### src/sv/dmr_pkg.sv
// Shared types, constants and helper functions for the dual motor ramp controller.
`timescale 1ns / 1ps

package dmr_pkg;

    // Speed range applied to both channels
    localparam logic signed [7:0] SPEED_MAX = 8'sd100;
    localparam logic signed [7:0] SPEED_MIN = -8'sd100;

    // Ramp interval after reset, in ticks
    localparam logic [15:0] RAMP_INTERVAL_RESET = 16'd10;

    // Brake pulse is speed divided by four: a right shift of the magnitude
    localparam int BRAKE_SHIFT = 2;

    // duty = mag*255/100 computed as (mag * 255 * 5243) >> 19, exact for mag <= 100
    localparam logic [20:0] DUTY_RECIP = 21'd1336965;
    localparam int DUTY_SHIFT = 19;

    // Default queue depths
    localparam int CMD_DEPTH = 4;
    localparam int OUT_DEPTH = 4;

    // Input operation codes
    typedef enum logic [2:0] {
        OP_SET   = 3'd0,
        OP_RAMP  = 3'd1,
        OP_STOP  = 3'd2,
        OP_BRAKE = 3'd3,
        OP_TICK  = 3'd4
    } t_op;

    // Command kinds after classification (stop folds into set with zero speed)
    typedef enum logic [1:0] {
        CMD_SET   = 2'd0,
        CMD_RAMP  = 2'd1,
        CMD_BRAKE = 2'd2,
        CMD_TICK  = 2'd3
    } t_cmd_kind;

    typedef struct packed {
        logic [2:0]        operation;
        logic              channel;
        logic signed [7:0] speed_value;
    } t_in_item;

    typedef struct packed {
        logic              motor;
        logic              direction;
        logic [7:0]        duty;
        logic signed [7:0] current_speed;
        logic              ramping;
        logic              last;
    } t_out_item;

    typedef struct packed {
        t_cmd_kind         kind;
        logic              channel;
        logic signed [7:0] speed;
    } t_cmd;

    // Clamp a requested speed to the allowed range
    function automatic logic signed [7:0] sat_speed(input logic signed [7:0] v);
        logic signed [7:0] r;
        r = v;
        if (v > SPEED_MAX) begin
            r = SPEED_MAX;
        end else if (v < SPEED_MIN) begin
            r = SPEED_MIN;
        end
        return r;
    endfunction

    // PWM duty for a speed magnitude of 0..100
    function automatic logic [7:0] duty_of(input logic [6:0] mag);
        logic [27:0] prod;
        prod = 28'(mag) * 28'(DUTY_RECIP);
        return prod[DUTY_SHIFT +: 8];
    endfunction

    // Build one result item from a channel's applied speed
    function automatic t_out_item make_result(
        input logic              ch,
        input logic signed [7:0] speed,
        input logic              active,
        input logic              last
    );
        t_out_item  r;
        logic [7:0] mag;
        mag             = speed[7] ? 8'(-speed) : 8'(speed);
        r.motor         = ch;
        r.direction     = ~speed[7];
        r.duty          = duty_of(mag[6:0]);
        r.current_speed = speed;
        r.ramping       = active;
        r.last          = last;
        return r;
    endfunction

endpackage

### src/sv/dmr_fifo.sv
// Small register-based first-in first-out queue with occupancy count.
`timescale 1ns / 1ps

module dmr_fifo #(
    parameter int DEPTH = dmr_pkg::OUT_DEPTH,
    parameter int WIDTH = $bits(dmr_pkg::t_out_item)
) (
    input  logic                       i_clk,
    input  logic                       i_rst_n,
    input  logic                       i_push,
    input  logic [WIDTH-1:0]           i_wr_data,
    input  logic                       i_pop,
    output logic [WIDTH-1:0]           o_rd_data,
    output logic                       o_empty,
    output logic                       o_full,
    output logic [$clog2(DEPTH+1)-1:0] o_count
);

    localparam int PW = $clog2(DEPTH);
    localparam int CW = $clog2(DEPTH + 1);

    logic [WIDTH-1:0] r_mem [DEPTH];
    logic [PW-1:0]    r_wr_ptr, n_wr_ptr;
    logic [PW-1:0]    r_rd_ptr, n_rd_ptr;
    logic [CW-1:0]    r_count, n_count;
    logic             do_push;
    logic             do_pop;

    assign o_empty   = (r_count == '0);
    assign o_full    = (r_count == CW'(DEPTH));
    assign o_count   = r_count;
    assign o_rd_data = r_mem[r_rd_ptr];

    assign do_push = i_push && !o_full;
    assign do_pop  = i_pop && !o_empty;

    // Advance pointers and count
    always_comb begin
        n_wr_ptr = r_wr_ptr;
        n_rd_ptr = r_rd_ptr;
        n_count  = r_count;
        if (do_push) begin
            n_wr_ptr = (r_wr_ptr == PW'(DEPTH - 1)) ? '0 : r_wr_ptr + 1'b1;
        end
        if (do_pop) begin
            n_rd_ptr = (r_rd_ptr == PW'(DEPTH - 1)) ? '0 : r_rd_ptr + 1'b1;
        end
        unique case ({do_push, do_pop})
            2'b10:   n_count = r_count + 1'b1;
            2'b01:   n_count = r_count - 1'b1;
            default: n_count = r_count;
        endcase
    end

    always_ff @(posedge i_clk) begin
        if (!i_rst_n) begin
            r_wr_ptr <= '0;
            r_rd_ptr <= '0;
            r_count  <= '0;
        end else begin
            r_wr_ptr <= n_wr_ptr;
            r_rd_ptr <= n_rd_ptr;
            r_count  <= n_count;
        end
    end

    // Store the incoming entry
    always_ff @(posedge i_clk) begin
        if (do_push) begin
            r_mem[r_wr_ptr] <= i_wr_data;
        end
    end

endmodule

### src/sv/dmr_front.sv
// Front end: accepts input transactions, classifies them and queues commands.
`timescale 1ns / 1ps

module dmr_front #(
    parameter int CMD_DEPTH = dmr_pkg::CMD_DEPTH
) (
    input  logic              i_clk,
    input  logic              i_rst_n,
    input  logic              i_push,
    input  dmr_pkg::t_in_item i_item,
    output logic              o_full,
    input  logic              i_cmd_pop,
    output dmr_pkg::t_cmd     o_cmd,
    output logic              o_cmd_valid
);

    dmr_pkg::t_cmd cmd;
    logic          cmd_ok;
    logic          cmd_empty;
    logic [$clog2(CMD_DEPTH+1)-1:0] cmd_count;
    logic [$bits(dmr_pkg::t_cmd)-1:0] cmd_rd_bits;

    // Classify the transaction; drop unused operation codes
    always_comb begin
        cmd.channel = i_item.channel;
        cmd.speed   = dmr_pkg::sat_speed(i_item.speed_value);
        cmd.kind    = dmr_pkg::CMD_SET;
        cmd_ok      = 1'b1;
        unique case (dmr_pkg::t_op'(i_item.operation))
            dmr_pkg::OP_SET:   cmd.kind = dmr_pkg::CMD_SET;
            dmr_pkg::OP_RAMP:  cmd.kind = dmr_pkg::CMD_RAMP;
            dmr_pkg::OP_STOP: begin
                cmd.kind  = dmr_pkg::CMD_SET;
                cmd.speed = '0;
            end
            dmr_pkg::OP_BRAKE: cmd.kind = dmr_pkg::CMD_BRAKE;
            dmr_pkg::OP_TICK:  cmd.kind = dmr_pkg::CMD_TICK;
            default:           cmd_ok   = 1'b0;
        endcase
    end

    dmr_fifo #(
        .DEPTH (CMD_DEPTH),
        .WIDTH ($bits(dmr_pkg::t_cmd))
    ) u_cmd_q (
        .i_clk     (i_clk),
        .i_rst_n   (i_rst_n),
        .i_push    (i_push && cmd_ok),
        .i_wr_data (cmd),
        .i_pop     (i_cmd_pop),
        .o_rd_data (cmd_rd_bits),
        .o_empty   (cmd_empty),
        .o_full    (o_full),
        .o_count   (cmd_count)
    );

    // A command queue that still holds entries has work for the back end
    assign o_cmd       = dmr_pkg::t_cmd'(cmd_rd_bits);
    assign o_cmd_valid = !cmd_empty && (cmd_count != '0);

endmodule

### src/sv/dmr_back.sv
// Back end: holds per-channel motor state, executes commands and builds results.
`timescale 1ns / 1ps

module dmr_back #(
    parameter int OUT_DEPTH = dmr_pkg::OUT_DEPTH
) (
    input  logic                           i_clk,
    input  logic                           i_rst_n,
    input  logic                           i_cfg_wr_en,
    input  logic [15:0]                    i_cfg_wr_data,
    input  dmr_pkg::t_cmd                  i_cmd,
    input  logic                           i_cmd_valid,
    output logic                           o_cmd_pop,
    input  logic [$clog2(OUT_DEPTH+1)-1:0] i_out_count,
    output logic                           o_res_push,
    output dmr_pkg::t_out_item             o_res
);

    localparam int CW = $clog2(OUT_DEPTH + 1);

    logic signed [7:0] r_speed [2];
    logic signed [7:0] n_speed [2];
    logic signed [7:0] r_target [2];
    logic signed [7:0] n_target [2];
    logic              r_active [2];
    logic              n_active [2];
    logic [15:0]       r_tick [2];
    logic [15:0]       n_tick [2];
    logic [15:0]       r_interval;
    logic              r_pend_valid, n_pend_valid;
    logic              r_pend_ch, n_pend_ch;

    logic [15:0]       tick_inc [2];
    logic              step [2];
    logic signed [7:0] step_speed [2];
    logic [7:0]        brake_mag;
    logic [6:0]        brake_q;
    logic signed [7:0] braked;
    logic              take;
    logic              first_vld;
    logic              first_ch;
    logic              first_last;

    // Per-channel tick count and one-unit step toward target
    always_comb begin
        for (int c = 0; c < 2; c++) begin
            tick_inc[c] = (r_tick[c] == 16'hFFFF) ? r_tick[c] : r_tick[c] + 16'd1;
            step[c]     = r_active[c] && (tick_inc[c] >= r_interval);
            if (r_speed[c] < r_target[c]) begin
                step_speed[c] = r_speed[c] + 8'sd1;
            end else if (r_speed[c] > r_target[c]) begin
                step_speed[c] = r_speed[c] - 8'sd1;
            end else begin
                step_speed[c] = r_speed[c];
            end
        end
    end

    // Brake pulse: reverse a quarter of the speed, truncated toward zero
    always_comb begin
        brake_mag = r_speed[i_cmd.channel][7] ? 8'(-r_speed[i_cmd.channel])
                                               : 8'(r_speed[i_cmd.channel]);
        brake_q   = 7'(brake_mag >> dmr_pkg::BRAKE_SHIFT);
        braked    = r_speed[i_cmd.channel][7] ? 8'(signed'({1'b0, brake_q}))
                                               : 8'(-signed'({1'b0, brake_q}));
    end

    // Execute one command when no second result is held and the result queue has room for two entries
    always_comb begin
        n_speed      = r_speed;
        n_target     = r_target;
        n_active     = r_active;
        n_tick       = r_tick;
        n_pend_valid = 1'b0;
        n_pend_ch    = r_pend_ch;
        first_vld    = 1'b0;
        first_ch     = i_cmd.channel;
        first_last   = 1'b1;
        take = i_cmd_valid && !r_pend_valid && (i_out_count <= CW'(OUT_DEPTH - 2));

        if (take) begin
            unique case (i_cmd.kind)
                dmr_pkg::CMD_SET: begin
                    n_speed[i_cmd.channel]  = i_cmd.speed;
                    n_active[i_cmd.channel] = 1'b0;
                    first_vld               = 1'b1;
                end
                dmr_pkg::CMD_RAMP: begin
                    n_target[i_cmd.channel] = i_cmd.speed;
                    n_active[i_cmd.channel] = (r_speed[i_cmd.channel] != i_cmd.speed);
                    n_tick[i_cmd.channel]   = '0;
                end
                dmr_pkg::CMD_BRAKE: begin
                    n_speed[i_cmd.channel]  = braked;
                    n_target[i_cmd.channel] = '0;
                    n_active[i_cmd.channel] = (braked != 8'sd0);
                    n_tick[i_cmd.channel]   = '0;
                    first_vld               = 1'b1;
                end
                dmr_pkg::CMD_TICK: begin
                    for (int c = 0; c < 2; c++) begin
                        if (r_active[c]) begin
                            n_tick[c] = step[c] ? 16'd0 : tick_inc[c];
                            if (step[c]) begin
                                n_speed[c]  = step_speed[c];
                                n_active[c] = (step_speed[c] != r_target[c]);
                            end
                        end
                    end
                    // Channel A goes first; channel B is held for the next cycle
                    priority if (step[0] && step[1]) begin
                        first_vld    = 1'b1;
                        first_ch     = 1'b0;
                        first_last   = 1'b0;
                        n_pend_valid = 1'b1;
                        n_pend_ch    = 1'b1;
                    end else if (step[0]) begin
                        first_vld = 1'b1;
                        first_ch  = 1'b0;
                    end else if (step[1]) begin
                        first_vld = 1'b1;
                        first_ch  = 1'b1;
                    end
                end
                default: ;
            endcase
        end
    end

    // Select the result to write: a held second result wins
    always_comb begin
        if (r_pend_valid) begin
            o_res = dmr_pkg::make_result(r_pend_ch, r_speed[r_pend_ch],
                                         r_active[r_pend_ch], 1'b1);
        end else begin
            o_res = dmr_pkg::make_result(first_ch, n_speed[first_ch],
                                         n_active[first_ch], first_last);
        end
    end

    assign o_res_push = r_pend_valid || first_vld;
    assign o_cmd_pop  = take;

    always_ff @(posedge i_clk) begin
        if (!i_rst_n) begin
            for (int c = 0; c < 2; c++) begin
                r_speed[c]  <= '0;
                r_target[c] <= '0;
                r_active[c] <= 1'b0;
                r_tick[c]   <= '0;
            end
            r_interval   <= dmr_pkg::RAMP_INTERVAL_RESET;
            r_pend_valid <= 1'b0;
            r_pend_ch    <= 1'b0;
        end else begin
            r_speed      <= n_speed;
            r_target     <= n_target;
            r_active     <= n_active;
            r_tick       <= n_tick;
            r_pend_valid <= n_pend_valid;
            r_pend_ch    <= n_pend_ch;
            if (i_cfg_wr_en) begin
                r_interval <= i_cfg_wr_data;
            end
        end
    end

endmodule

### src/sv/dual_motor_ramp_controller_core.sv
// Top level of the two-channel motor drive with slew-rate-limited ramps.
`timescale 1ns / 1ps

// Two-channel DC motor drive. Transactions enter through a queue-style port
// (push/full) and results leave through one (empty/pop). Set, stop, ramp, brake
// and tick commands are classified on entry into a command queue; the execution
// stage takes one command per cycle and writes its results into a result queue,
// so a transaction is accepted every cycle while the command queue is not full.
// A tick that steps both channels produces two results and holds the second
// back, taking no command until it is written, since the result queue takes
// one entry per cycle; execution also waits while fewer than two result slots
// are free. Each result carries the channel, direction level, PWM duty, applied
// speed, whether the channel is still ramping, and a flag on the final result
// of its transaction. ramp_interval is written through
// i_cfg_wr_en/i_cfg_wr_data and must only change while the block is idle; a
// value of zero acts as one.

module dual_motor_ramp_controller_core #(
    parameter int CMD_DEPTH = dmr_pkg::CMD_DEPTH,
    parameter int OUT_DEPTH = dmr_pkg::OUT_DEPTH
) (
    input  logic               i_clk,
    input  logic               i_rst_n,
    input  logic               push,
    input  dmr_pkg::t_in_item  i_in_item,
    output logic               full,
    output logic               empty,
    input  logic               pop,
    output dmr_pkg::t_out_item o_out_item,
    input  logic               i_cfg_wr_en,
    input  logic [15:0]        i_cfg_wr_data
);

    dmr_pkg::t_cmd      cmd;
    logic               cmd_valid;
    logic               cmd_pop;
    logic               res_push;
    dmr_pkg::t_out_item res;
    logic               out_full;
    logic [$clog2(OUT_DEPTH+1)-1:0] out_count;
    logic [$bits(dmr_pkg::t_out_item)-1:0] out_bits;

    // Accept and classify transactions
    dmr_front #(
        .CMD_DEPTH (CMD_DEPTH)
    ) u_front (
        .i_clk       (i_clk),
        .i_rst_n     (i_rst_n),
        .i_push      (push),
        .i_item      (i_in_item),
        .o_full      (full),
        .i_cmd_pop   (cmd_pop),
        .o_cmd       (cmd),
        .o_cmd_valid (cmd_valid)
    );

    // Execute commands against the channel state
    dmr_back #(
        .OUT_DEPTH (OUT_DEPTH)
    ) u_back (
        .i_clk         (i_clk),
        .i_rst_n       (i_rst_n),
        .i_cfg_wr_en   (i_cfg_wr_en),
        .i_cfg_wr_data (i_cfg_wr_data),
        .i_cmd         (cmd),
        .i_cmd_valid   (cmd_valid),
        .o_cmd_pop     (cmd_pop),
        .i_out_count   (out_count),
        .o_res_push    (res_push),
        .o_res         (res)
    );

    // Hold results until popped
    dmr_fifo #(
        .DEPTH (OUT_DEPTH),
        .WIDTH ($bits(dmr_pkg::t_out_item))
    ) u_out_q (
        .i_clk     (i_clk),
        .i_rst_n   (i_rst_n),
        .i_push    (res_push && !out_full),
        .i_wr_data (res),
        .i_pop     (pop),
        .o_rd_data (out_bits),
        .o_empty   (empty),
        .o_full    (out_full),
        .o_count   (out_count)
    );

    assign o_out_item = dmr_pkg::t_out_item'(out_bits);

endmodule
### config.mk
export PLATFORM = sky130hd
export DESIGN_NAME = dual_motor_ramp_controller_core
export DESIGN_NICKNAME = d
export VERILOG_FILES = /design/src/sv/dmr_pkg.sv /design/src/sv/dmr_fifo.sv /design/src/sv/dmr_front.sv /design/src/sv/dmr_back.sv /design/src/sv/dual_motor_ramp_controller_core.sv
export SDC_FILE = /design/constraint.sdc
export NUM_CORES = 1
export LEC_CHECK = 0
export BUFFER_PORTS_ARGS = -buffer_cell sky130_fd_sc_hd__clkbuf_2
export CORE_ASPECT_RATIO = 1.25
export CORE_MARGIN = 5
export CORE_UTILIZATION = 45
export CTS_CLUSTER_DIAMETER = 120
export DETAILED_ROUTE_END_ITERATION = 8
export GPL_ROUTABILITY_DRIVEN = 0
export PLACE_DENSITY = 0.65
export SLEW_MARGIN = 20
export SYNTH_ARGS = -nofsm -noshare
export SYNTH_HDL_FRONTEND = slang
export SYNTH_SLANG_ARGS = --single-unit
### constraint.sdc
create_clock -name i_clk -period 12.81 [get_ports i_clk]
set_clock_uncertainty 0.05 [all_clocks]
set_input_delay 0.6405 -clock i_clk [delete_from_list [all_inputs] [get_ports i_clk]]
set_output_delay 0.6405 -clock i_clk [all_outputs]
set_load 0.01 [all_outputs]
==> out/metrics.cfg, run 1 <==
[route]
drt_iter0_drc=779
final_antenna_net_count=0
wl_mm=40.1
first_pass_iters=6
via_count=12603
wl_per_cell_um=18.3
vias_per_cell=5.76
post-route-drc-count=0

[timing]
min_period_ns=10.72
timing.fmax_mhz=93.3
hold_viol=0
worst_pin_slew_ns=1.06
min_period_over_period_pct=83.7
slew_headroom_pct=29.6
finalSetupViolCount=0
setup_tns_ns=0
slew_violations=0
rsz0062_at_grt=false

[critical_path]
worst_setup_path_start_kind=flip-flop
crit_required_ns=13.09
r2r_start=u_back.r_tick[19]
arrival_ns=11.01
crit_path_max_fanout=16
critical_path.slowest_cell=a2111oi_0
critPathKind=reg2reg
cp-startpoint=u_back.r_tick[19]
critPathMaxStageDelay_ns=0.68
worst_setup_path_end_kind=flip-flop
cpMostUsedCell=ha_1

[global_route]
grt_pass1_vias=12503
track_usage_pct=19.5
grt_max_degree=65
gr-total-overflow=0
grt_antenna_before_repair=0
grt_pass1_wl_mm=65.2

[layout]
fin_area_um2=17900
fin_cells=2189
syn_to_final_growth_pct=9.22
drive_gt1_share_pct=10.3
num_antenna_cells=0
final_nets=1939

[synth]
synthArstFlopShare_pct=0
yosysWarnings=0
syn_nets=1917
synthTopCellsByCount=ha_1, nor2_1, inv_1, edfxtp_1, nand2_1
synth.distinct_cells=74
ys.flop_type=edfxtp_1
avgSynthCellArea_um2=9.81
synth.top_cells.by_area=edfxtp_1, ha_1, dfxtp_1
yosys.area.top_type=edfxtp_1
post-synth-top-count-cell=ha_1
synth_enable_flop_cells=124
netlist_area_um2=16400
syn_inst=1669
synth_top_area_share_pct=22.7
ys_ff_latch=226
synth_seq_area_share_pct=35.2

[min_path]
worstHoldStart=i_in_item[8]
hold_class=in2reg

[floorplan]
die_w_um=181
pin_count=55
dieArea_um2=40300
die_y_um=223
start_util_pct=45.3
rows=78
fp.coreArea_um2=36100

[clock_network]
worstSkewPairLatency_ns=0.54
clk_path_buf_depth=3
post_cts_buffers=0
clock_sinks=226
cts-htree-levels=1
cts-root-buf=clkbuf_16
cts_resized=0
cts_hold_buf=0
clkTransAtPathRegs_ns=0.07
cts_buffers=24
cts_tree=done

[placement]
portBuffers=54
placed_cells=2145
placed_area_um2=17100
hpwl_mm=30.7

[run_status]
run_status=finished, final reports clean

[flow_run]
cap_viol_max_count=0

metal layers:
metal	routed length [um]	GRT usage (%)
met1	16600	23.9
met2	19400	34.1
met3	1850	2.32
met4	2250	9.66
met5	0	0
cells by family after synthesis:
kind of cell             share of synthesized area [%]
XOR/XNOR                                          5.27
AO/OA/AOI/OAI                                     13.2
adder cells (fa/ha/maj)                           17.7
multiplexers                                      9.45
buffers and inverters                             4.65
AND/OR/NAND/NOR                                   14.5
flip-flops                                        35.2
registers in the layout, summed over array words and instances, names as in the netlist, named ones only:
name	count
u_back.r_pend_valid	1
u_back.r_interval	16
u_front.u_cmd_q.r_rd_ptr	2
u_back.r_active	2
u_front.u_cmd_q.o_count	3
u_out_q.o_count	3
u_out_q.r_wr_ptr	2
u_back.r_speed	16
u_out_q.r_rd_ptr	2
u_out_q.r_mem	80
u_front.u_cmd_q.r_mem	44
u_back.r_pend_ch	1
u_back.r_target	16
u_front.u_cmd_q.r_wr_ptr	2
u_back.r_tick	32
through the flow:
step	hold WS, ns	setup slack [ns]	utilization, %
final	0.285	2.09	49.5
after global placement	0.424	2.55	47.3
after detailed placement	0.433	2.16	47.3
after floorplan	0.410	3.30	-
after global routing	0.280	1.20	49.5
after CTS	0.266	2.11	49.5
critical path, delay by kind of cell, from the launching register on:
family / cells / cell delay [ns]
AO/OA/AOI/OAI: 12 / 3.38
AND/OR/NAND/NOR: 14 / 2.78
adder cells (fa/ha/maj): 7 / 2.60
XOR/XNOR: 3 / 0.81
flip-flops: 1 / 0.44
multiplexers: 1 / 0.25
buffers and inverters: 3 / 0.17
final timing paths:
| kind | endpoint | slack (ns) | cells after the start |
|---|---|---|---|
| setup / recovery | u_out_q.r_mem[1][17] | 2.09 | 40 |
| hold / removal | u_front.u_cmd_q.r_mem[1][8] | 0.29 | 1 |
| setup reg to reg | u_out_q.r_mem[1][17] | 2.09 | 40 |
| hold reg to reg | u_back.r_interval[13] | 0.45 | 2 |
layout by cell type, fill, tap and decap left out, types with 54 or more instances in the layout:
| master | Yosys | final |
|---|---|---|
| ha_1 | 187 | 187 |
| nor2_1 | 166 | 166 |
| inv_1 | 125 | 125 |
| edfxtp_1 | 124 | 124 |
| nand2_1 | 108 | 108 |
| dfxtp_1 | 102 | 102 |
| a21oi_1 | 88 | 88 |
| mux2i_1 | 65 | 65 |
| xnor2_1 | 60 | 60 |
| o21ai_0 | 54 | 54 |
| clkbuf_2 | 0 | 54 |
layout make-up:
class,count,area (um^2)
sequential,226,5770
clock inverter,19,201
fill,3369,18200
inverter,127,477
clock buffer,25,604
tap,480,601
multi-input combinational,1243,9850
timing repair buffer,69,383
Power of run 1 is not shown: default switching activity piles up to over one toggle a cycle in this logic, so the estimate is an artifact.
==> inputs of run 2 (changes only) <==
--- a/config.mk
+++ b/config.mk
@@ -12,7 +12,7 @@
 export CTS_CLUSTER_DIAMETER = 120
 export DETAILED_ROUTE_END_ITERATION = 8
 export GPL_ROUTABILITY_DRIVEN = 0
-export PLACE_DENSITY = 0.65
+export PLACE_DENSITY = 0.67
 export SLEW_MARGIN = 20
 export SYNTH_ARGS = -nofsm -noshare
 export SYNTH_HDL_FRONTEND = slang
==> constraint.sdc (replaced) <==
create_clock -name i_clk -period 8.9 [get_ports i_clk]
set_clock_uncertainty 0.05 [all_clocks]
set_input_delay 0.445 -clock i_clk [delete_from_list [all_inputs] [get_ports i_clk]]
set_output_delay 0.445 -clock i_clk [all_outputs]
set_load 0.01 [all_outputs]
==> run 2 against run 1 <==
  * First-iteration DRC count shrank 5.1%
  * Critical path depth shrank 3
  * Global-route usage grew 0.41 points
  * Hold slack lost 0.19 ns
==> out/metrics.cfg, run 2 (synthesis gave the netlist of run 1 again) <==
[run_status]
run_status=finished, final reports clean

[layout]
largest_reg_flops=80
final_cell_mix=ha_1, nor2_1, inv_1, edfxtp_1, nand2_1
syn_to_final_growth_pct=13.4
top_register=u_out_q.r_mem
mostFrequentLayoutCell=ha_1
num_antenna_cells=0
num-fill-cells=3281
drive_gt1_share_pct=15.6
top_regs=u_out_q.r_mem (80), u_front.u_cmd_q.r_mem (44), u_back.r_tick (32)
final_nets=1991

[critical_path]
crit_family=compound AO/OA/AOI/OAI gates
critical_path.slowest_cell=a21oi_1
worstPathBufferInverterCount=3
arrival_ns=8.85
critPathKind=reg2reg
worst_setup_path_end_kind=flip-flop
worst_setup_path_start_kind=flip-flop
critPathMaxStageDelay_ns=0.56
cpMostUsedCell=ha_1
cp-startpoint=u_back.r_tick[21]
crit_required_ns=9.10
crit_path_max_fanout=9
r2r_start=u_back.r_tick[21]

[route]
final_antenna_net_count=0
wl_mm=41.7
drt_iter0_drc=739
vias_per_cell=5.76
post-route-drc-count=0
first_pass_iters=7
via_count=12917
wl_per_cell_um=18.6

[floorplan]
die_w_um=181
start_util_pct=45.3
pin_count=55
rows=78
die_y_um=223
fp.coreArea_um2=36100
dieArea_um2=40300

[clock_network]
clkTransAtPathRegs_ns=0.07
clock_sinks=226
worstSkewPairLatency_ns=0.54
cts_buffers=25
cts_tree=done
cts-root-buf=clkbuf_16
cts_hold_buf=0
clk_path_buf_depth=3
cts-htree-levels=1

[timing]
fin_ws_ns=0.252
finalSetupViolCount=0
slew_violations=0
min_period_over_period_pct=97.2
setup_tns_ns=0
holdWs_ns=0.0917
timing.fmax_mhz=116
hold_viol=0
slew_headroom_pct=31.1
worst_pin_slew_ns=1.03
min_period_ns=8.65

[global_route]
grt_antenna_before_repair=0
grt_pass1_wl_mm=66.7
grt_max_degree=63
track_usage_pct=20.0
grt_pass1_vias=12861
gr-total-overflow=0

[min_path]
hold_class=in2reg
worstHoldStart=i_in_item[8]

[placement]
hpwl_mm=31.8
portBuffers=54
preCtsSetupSlack_ns=-0.106

[flow_run]
cap_viol_max_count=0

-- run 2: worst paths after layout --
check | end | slack, ns | cells past startpoint
worst max-delay path | u_out_q.r_mem[3][17] | 0.25 | 37
worst min-delay path | u_front.u_cmd_q.r_mem[1][8] | 0.09 | 1
worst max register to register | u_out_q.r_mem[3][17] | 0.25 | 37
worst min register to register | u_back.r_tick[22] | 0.43 | 2
-- run 2: metrics by stage --
step                      cell area [um^2]  util, %  instances
after floorplan                      16400        -       1669
after global placement               17400     48.1       2181
after detailed placement             17400     48.1       2181
after CTS                            18200     50.5       2229
after global routing                 18600     51.4       2241
final                                18600     51.4       2241
-- run 2: repair_timing --
| action | CTS | global route |
|---|---|---|
| buffers inserted | 3 | 12 |
| hold endpoints to repair | 0 | 0 |
| pin swaps | 3 | 29 |
| resized for setup | 2 | 55 |
| endpoints found under the setup margin | 12 | 32 |
-- run 2: metal layers --
layer  track usage (%)  vias to the layer above  wire [um]
met5                 0                        -          0
met4              8.98                        0       2190
met3              2.35                      139       2070
met2              35.4                      412      20600
met1              24.4                     6128      16800
li1                  -                     6238          -
-- run 2: layout make-up --
cell class                 instances  area [um^2]  share of cell area [%]
multi-input combinational       1243        10100                    54.4
sequential                       226         5770                    31.1
timing repair buffer             120          769                    4.14
clock buffer                      29          641                    3.45
tap                              480          601                    3.23
inverter                         127          477                    2.57
clock inverter                    16          203                    1.09
-- run 2: worst reg2reg max path, delay by kind of cell, from the launching register on --
family | cells | cell delay (ns)
fa+ha+maj | 6 | 2.10
xor+xnor | 2 | 0.44
simple gates | 11 | 1.71
flops | 1 | 0.33
compound gates | 12 | 2.66
mux | 3 | 0.76
buf+inv | 3 | 0.30
Power of run 2 is left out for the same reason.
